--- src/rtl/kls_pkg.sv ---
// shared constants, codes and types of the keyed lifo stack
package kls_pkg;

   localparam int DEPTH     = 8;
   localparam int KEY_WIDTH = 64;
   localparam int IDX_W     = $clog2(DEPTH);
   localparam int COUNT_W   = $clog2(DEPTH + 1);

   localparam logic [1:0] CMD_PUSH   = 2'd0;
   localparam logic [1:0] CMD_POP    = 2'd1;
   localparam logic [1:0] CMD_REMOVE = 2'd2;
   localparam logic [1:0] CMD_SEARCH = 2'd3;

   localparam logic [1:0] ST_OK    = 2'd0;
   localparam logic [1:0] ST_FULL  = 2'd1;
   localparam logic [1:0] ST_EMPTY = 2'd2;
   localparam logic [1:0] ST_MISS  = 2'd3;

   typedef logic [KEY_WIDTH-1:0] key_type;

   typedef struct packed {
      logic load;
      logic shift;
   } cell_ctrl_type;

endpackage

--- src/rtl/keyed_lifo_stack.sv ---
// top level of the keyed lifo stack: row of cells, fill count and result register
//
//  channel | direction | fields
//  req     | in        | cmd, key
//  rsp     | out       | popped_key, found, status, entry_count, top_key, top_valid
//
// one request is taken per cycle while req_ready is high; its result is registered
// in the output register in the cycle after acceptance. all cells compare in
// parallel and shift down on removal. req_ready is low only while a result
// waits and rsp_ready is low. reset clears the fill count and the result
// valid flag; cell contents are not cleared and are only read below the count.
module keyed_lifo_stack
   import kls_pkg::*;
(
   input  logic        clock,
   input  logic        reset,
   input  logic        req_valid,
   output logic        req_ready,
   input  logic [1:0]  req_cmd,
   input  logic [63:0] req_key,
   output logic        rsp_valid,
   input  logic        rsp_ready,
   output logic [63:0] rsp_popped_key,
   output logic        rsp_found,
   output logic [1:0]  rsp_status,
   output logic [3:0]  rsp_entry_count,
   output logic [63:0] rsp_top_key,
   output logic        rsp_top_valid
);

   logic [COUNT_W-1:0] count_ff, count_in;
   logic               rsp_valid_ff, rsp_valid_in;
   logic [63:0]        popped_ff, popped_in;
   logic               found_ff, found_in;
   logic [1:0]         status_ff, status_in;
   logic [63:0]        top_ff, top_in;

   key_type            key_w;
   key_type            cell_key [DEPTH];
   key_type            cell_next [DEPTH];
   logic [DEPTH-1:0]   cell_match;
   cell_ctrl_type      cell_ctrl [DEPTH];

   logic               accept;
   logic               any_hit;
   logic [IDX_W-1:0]   hit_idx;
   logic [IDX_W-1:0]   top_idx;
   logic [IDX_W-1:0]   next_top_idx;

   assign key_w     = req_key[KEY_WIDTH-1:0];
   assign req_ready = !rsp_valid_ff || rsp_ready;
   assign accept    = req_valid && req_ready;
   assign top_idx   = IDX_W'(count_ff - COUNT_W'(1));

   genvar g;
   generate
      for (g = 0; g < DEPTH; g++) begin : g_cell
         kls_cell u_cell (
            .clock     (clock),
            .ctrl      (cell_ctrl[g]),
            .new_key   (key_w),
            .upper_key (cell_key[(g + 1) % DEPTH]),
            .key_q     (cell_key[g]),
            .key_next  (cell_next[g]),
            .match     (cell_match[g])
         );
      end
   endgenerate

   // topmost occupied match wins
   always_comb begin
      any_hit = 1'b0;
      hit_idx = '0;
      for (int i = 0; i < DEPTH; i++) begin
         if (cell_match[i] && (COUNT_W'(i) < count_ff)) begin
            any_hit = 1'b1;
            hit_idx = IDX_W'(i);
         end
      end
   end

   always_comb begin
      count_in  = count_ff;
      popped_in = '0;
      found_in  = 1'b0;
      status_in = ST_OK;
      for (int i = 0; i < DEPTH; i++) begin
         cell_ctrl[i] = '0;
      end
      case (req_cmd)
         CMD_PUSH: begin
            if (count_ff >= COUNT_W'(DEPTH)) begin
               status_in = ST_FULL;
            end else begin
               cell_ctrl[IDX_W'(count_ff)].load = accept;
               count_in = count_ff + COUNT_W'(1);
            end
         end
         CMD_POP: begin
            if (count_ff == '0) begin
               status_in = ST_EMPTY;
            end else begin
               count_in  = count_ff - COUNT_W'(1);
               popped_in = 64'(cell_key[top_idx]);
            end
         end
         CMD_REMOVE: begin
            if (count_ff == '0) begin
               status_in = ST_EMPTY;
            end else if (!any_hit) begin
               status_in = ST_MISS;
            end else begin
               // slots from the hit upwards take their upper neighbour
               for (int i = 0; i < DEPTH - 1; i++) begin
                  cell_ctrl[i].shift = accept && (IDX_W'(i) >= hit_idx);
               end
               count_in = count_ff - COUNT_W'(1);
               found_in = 1'b1;
            end
         end
         default: begin
            found_in  = any_hit;
            status_in = any_hit ? ST_OK : ST_MISS;
         end
      endcase
   end

   assign next_top_idx = IDX_W'(count_in - COUNT_W'(1));
   assign top_in = (count_in != '0) ? 64'(cell_next[next_top_idx]) : 64'd0;

   always_comb begin
      rsp_valid_in = rsp_valid_ff;
      if (accept) begin
         rsp_valid_in = 1'b1;
      end else if (rsp_ready) begin
         rsp_valid_in = 1'b0;
      end
   end

   always_ff @(posedge clock) begin
      if (reset) begin
         rsp_valid_ff <= 1'b0;
         count_ff     <= '0;
      end else begin
         rsp_valid_ff <= rsp_valid_in;
         if (accept) begin
            count_ff <= count_in;
         end
      end
   end

   always_ff @(posedge clock) begin
      if (accept) begin
         popped_ff <= popped_in;
         found_ff  <= found_in;
         status_ff <= status_in;
         top_ff    <= top_in;
      end
   end

   assign rsp_valid       = rsp_valid_ff;
   assign rsp_popped_key  = popped_ff;
   assign rsp_found       = found_ff;
   assign rsp_status      = status_ff;
   assign rsp_entry_count = 4'(count_ff);
   assign rsp_top_key     = top_ff;
   assign rsp_top_valid   = (count_ff != '0);

   a_count_bound: assert property (@(posedge clock) disable iff (reset)
      count_ff <= COUNT_W'(DEPTH))
      else $error("fill count beyond depth");

   a_rsp_follows: assert property (@(posedge clock) disable iff (reset)
      accept |=> rsp_valid_ff)
      else $error("accepted transaction left no result");

   a_found_ok: assert property (@(posedge clock) disable iff (reset)
      (rsp_valid_ff && found_ff) |-> (status_ff == ST_OK))
      else $error("match reported with failing status");

   a_pop_shrinks: assert property (@(posedge clock) disable iff (reset)
      (accept && req_cmd == CMD_POP && count_ff != '0) |=>
         (count_ff == $past(count_ff) - COUNT_W'(1)))
      else $error("pop did not shrink the stack");

endmodule

--- src/rtl/kls_cell.sv ---
// one stack slot: holds a key, compares it, loads or takes the neighbour above
module kls_cell
   import kls_pkg::*;
(
   input  logic          clock,
   input  cell_ctrl_type ctrl,
   input  key_type       new_key,
   input  key_type       upper_key,
   output key_type       key_q,
   output key_type       key_next,
   output logic          match
);

   key_type key_ff;
   key_type key_in;

   always_comb begin
      key_in = key_ff;
      if (ctrl.load) begin
         key_in = new_key;
      end else if (ctrl.shift) begin
         key_in = upper_key;
      end
   end

   always_ff @(posedge clock) begin
      key_ff <= key_in;
   end

   assign key_q    = key_ff;
   assign key_next = key_in;
   assign match    = (key_ff == new_key);

endmodule

--- config.mk ---
export PLATFORM = sky130hd
export DESIGN_NAME = keyed_lifo_stack
export DESIGN_NICKNAME = d
export VERILOG_FILES = /design/src/rtl/kls_pkg.sv /design/src/rtl/keyed_lifo_stack.sv /design/src/rtl/kls_cell.sv
export SDC_FILE = /design/constraint.sdc
export NUM_CORES = 2
export LEC_CHECK = 0
export CORE_UTILIZATION = 70
export CTS_BUF_LIST = sky130_fd_sc_hd__clkbuf_2 sky130_fd_sc_hd__clkbuf_4 sky130_fd_sc_hd__clkbuf_8
export DETAILED_ROUTE_END_ITERATION = 7
export DONT_BUFFER_PORTS = 1
export GPL_ROUTABILITY_DRIVEN = 1
export PLACE_DENSITY = 0.89
export SLEW_MARGIN = 20
export SYNTH_ARGS = -nofsm -noshare
export SYNTH_HDL_FRONTEND = slang
export SYNTH_HIERARCHICAL = 1
export SYNTH_SLANG_ARGS = --single-unit
--- constraint.sdc ---
create_clock -name clock -period 23.3 [get_ports clock]
set_input_delay 2.33 -clock clock [delete_from_list [all_inputs] [get_ports clock]]
set_output_delay 2.33 -clock clock [all_outputs]
set_load 0.1 [all_outputs]
==> results.md <==
- Synth top area share: 26.6%
- Clk Latency, worst-skew pair: 810 ps
- Fill cells: 3,271
- Pwr dens: 100 nW/um2
- Die H: 238 um
- CP Capture Type: register
- Status: finished, violations left
- Post-Route Setup TNS: 0 ps
- Post-CTS Hold Buffers: 0
- Slew Limit Fails: 6
- CP Max Fanout: 44
- Vias in the first global route: 32,800
- Num CTS Buffers: 107
- Share of the yosys chip area belonging to registers: 36.7%
- Met3 Usage GRT: 24.2%
- Total gr overflow: 0
- Register area: 14,300 um2
- Commonest non-fill, non-tap cell in the layout: nand2_1
- Io pins: 208
- Seq cells post-synth: 648
- Leakage: 0.0145 uW
- Post-route design area: 41,700 um2
- Post-cts resize count: 0
- EDFF count, synth: 131
- Met1 Use GR: 57.5%
- Initial DRC count: 6,816
- FMAX: 0.0993 GHz
- CTS HTree Levels: 3
- Syn_nets: 3,860
- Die ar.: 56,500 um2
- Max cap viols: 3
- Met2 Use GR: 68.6%
- CTS tree: built
- Die width: 238 um
- Final setup viols: 0
- WP data arrival: 10,610 ps
- Multi-input gate area: 23,400 um2
- Async S/R FF share, synth: 0%
- Pre-antenna DRT Iters: 8
- GRT Max-Usage Layer: met2
- Final Skew: 54.6 ps
- Clock sink count: 648
- # nets final: 3,761
- Largest net degree at the start of global routing: 94
- Post-CTS Setup Bufs: 0
- Min-delay worst type: register to register
- Slew @ Worst Pin: 1910 ps
- Layout area overhead: 7.23%
- Failing checks: DRC, capacitance limit, slew limit
- Worst reg-to-reg setup slack: 14,380 ps
- Crit path kind: input pin to register
- I/O Buffers: 0
- Max clock buf depth: 3
- Final wirelength: 141 mm
- Worst vdd ir: 0.0731 mV
- Final Cycle Share: 43.2%
- Placed instance area: 39,000 um2
- Final hold vios: 0
- Vias/cell: 7.50
- Vias: 33,900
- Core area: 55,000 um2
- CP required: 23,830 ps
- Yosys top cell by area: dfxtp_1
- Drt drc: 4
- Ranking of synthesized cells by area: dfxtp_1 (27%), mux4_2 (15%), mux2i_1 (13%)
- Starting Density: 70.7%
- Mean post-synth cell area: 10.3 um2
- HPWL Detailed: 84.6 mm
- Minimum clock period after layout: 10,070 ps
- Yosys Warn Count: 6
- Post-synthesis cell count: 3,784
- RSZ-0062 raised after global routing: false
- Post-Syn Area: 38,900 um2
- Reg clk slew, reported paths: 70 ps
- Routed wire per std cell: 31.2 um
- ANT nets after route: 0
- Root buf cell: clkbuf_8
- Worst Setup Start Kind: input pin
- GPL Wtd Cong: 1.10
- Max-slew headroom: -28.8%
- Commonest cells after routing, fill and taps aside: nand2_1 (655), o21ai_0 (521), dfxtp_1 (514)
- GRT Total Usage: 49.0%
- Initial antenna violation count: 11
- Ys flop type: dfxtp_1
- Layout cells sized above 1: 15.1%
- Cell variety after synth: 60
- Row cnt: 86
- First-pass GRT wire length: 206 mm
## state kept, by name, summed over array words and instances (netlist names)
signal	count
rsp_valid	1
rsp_popped_key	64
rsp_entry_count	4
rsp_top_key	64
g_cell.u_cell/key_q	512
rsp_found	1
rsp_status	2
## cell usage after synthesis (7+ instances only)
cell      number
inv_1          9
nand3_1        7
clkbuf_1     168
mux2i_1      515
nor4_1       131
mux4_2       253
a22o_1        65
xor2_1       513
nor4_2         8
buf_2         12
a21oi_1       71
nand2_1      656
edfxtp_1     131
buf_4         50
buf_1         21
nor2_1        22
o21ai_0      521
dfxtp_1      517
nand4_1       36
## where the power goes
part / internal, uW / leakage, uW / total [uW] / switching, uW
sequential: 1390 / 0.00558 / 1870 / 481
combinational: 516 / 0.00765 / 1150 / 637
clock: 647 / 0.00131 / 1150 / 503
total: 2550 / 0.0145 / 4170 / 1620
## cells by family (layout without fill, tap and decap cells)
group	after synthesis	after routing	share of synthesized area, %
simple gates	882	882	9.97
compound gates	685	685	9.73
buf+inv	275	270	3.58
other cells	1	2	0.00965
flops	648	648	36.7
xor+xnor	514	514	11.6
mux	773	773	28.2
fa+ha+maj	6	6	0.193
## worst max-delay path, cell delays in order
cell	delay [ps]
xor2_1	140
nor4_1	1550
nand4_1	270
nor4_2	670
nor2_1	120
nor2_2	150
a211oi_1	110
a21oi_1	400
nand4_1	530
nor4_2	350
buf_4	660
nor2b_4	1010
buf_4	1080
mux2i_1	330
o21ai_0	140
mux4_2	510
a22o_1	180
## cell type report
type | count | area share (%)
well taps | 748 | 2.25
flip-flops and latches | 648 | 34.3
diodes | 1 | 0.00600
inverters | 11 | 0.0991
multi-input cells | 2861 | 56.3
clock buffers | 181 | 5.26
clock inverters | 22 | 0.600
repair buffers | 56 | 1.25
## per-stage QoR
step | setup slack, ps | utilization [%] | hold slack [ps] | cells | power (uW)
floorplan | 13150 | - | 562 | 3784 | 2600
CTS | 14330 | 75.4 | 616 | 4517 | 4060
detailed placement | 13540 | 71.0 | 601 | 4314 | 2930
finish | 13230 | 75.8 | 612 | 4528 | 4170
global placement | 13690 | 71.0 | 590 | 4314 | 2890
global route | 13440 | 75.8 | 642 | 4528 | 4270
## layer usage
layer	up-vias	part of all wire [%]
met4	12	9.3
met5	-	0.10
met3	1024	19
met1	15700	31
met2	3512	40
li1	13700	-
## final timing paths
kind,start,endpoint,depth (start not counted)
max reg2reg,g_cell[5].u_cell/key_q[8]$_DFF_P_,rsp_top_key[51]$_SDFFCE_PN0P_,17
min,g_cell[6].u_cell/key_q[55]$_DFF_P_,g_cell[5].u_cell/key_q[55]$_DFF_P_,2
min reg2reg,g_cell[6].u_cell/key_q[55]$_DFF_P_,g_cell[5].u_cell/key_q[55]$_DFF_P_,2
max,req_key[8],rsp_top_key[51]$_SDFFCE_PN0P_,17
No activity file was read; power rests on OpenSTA's default activity.
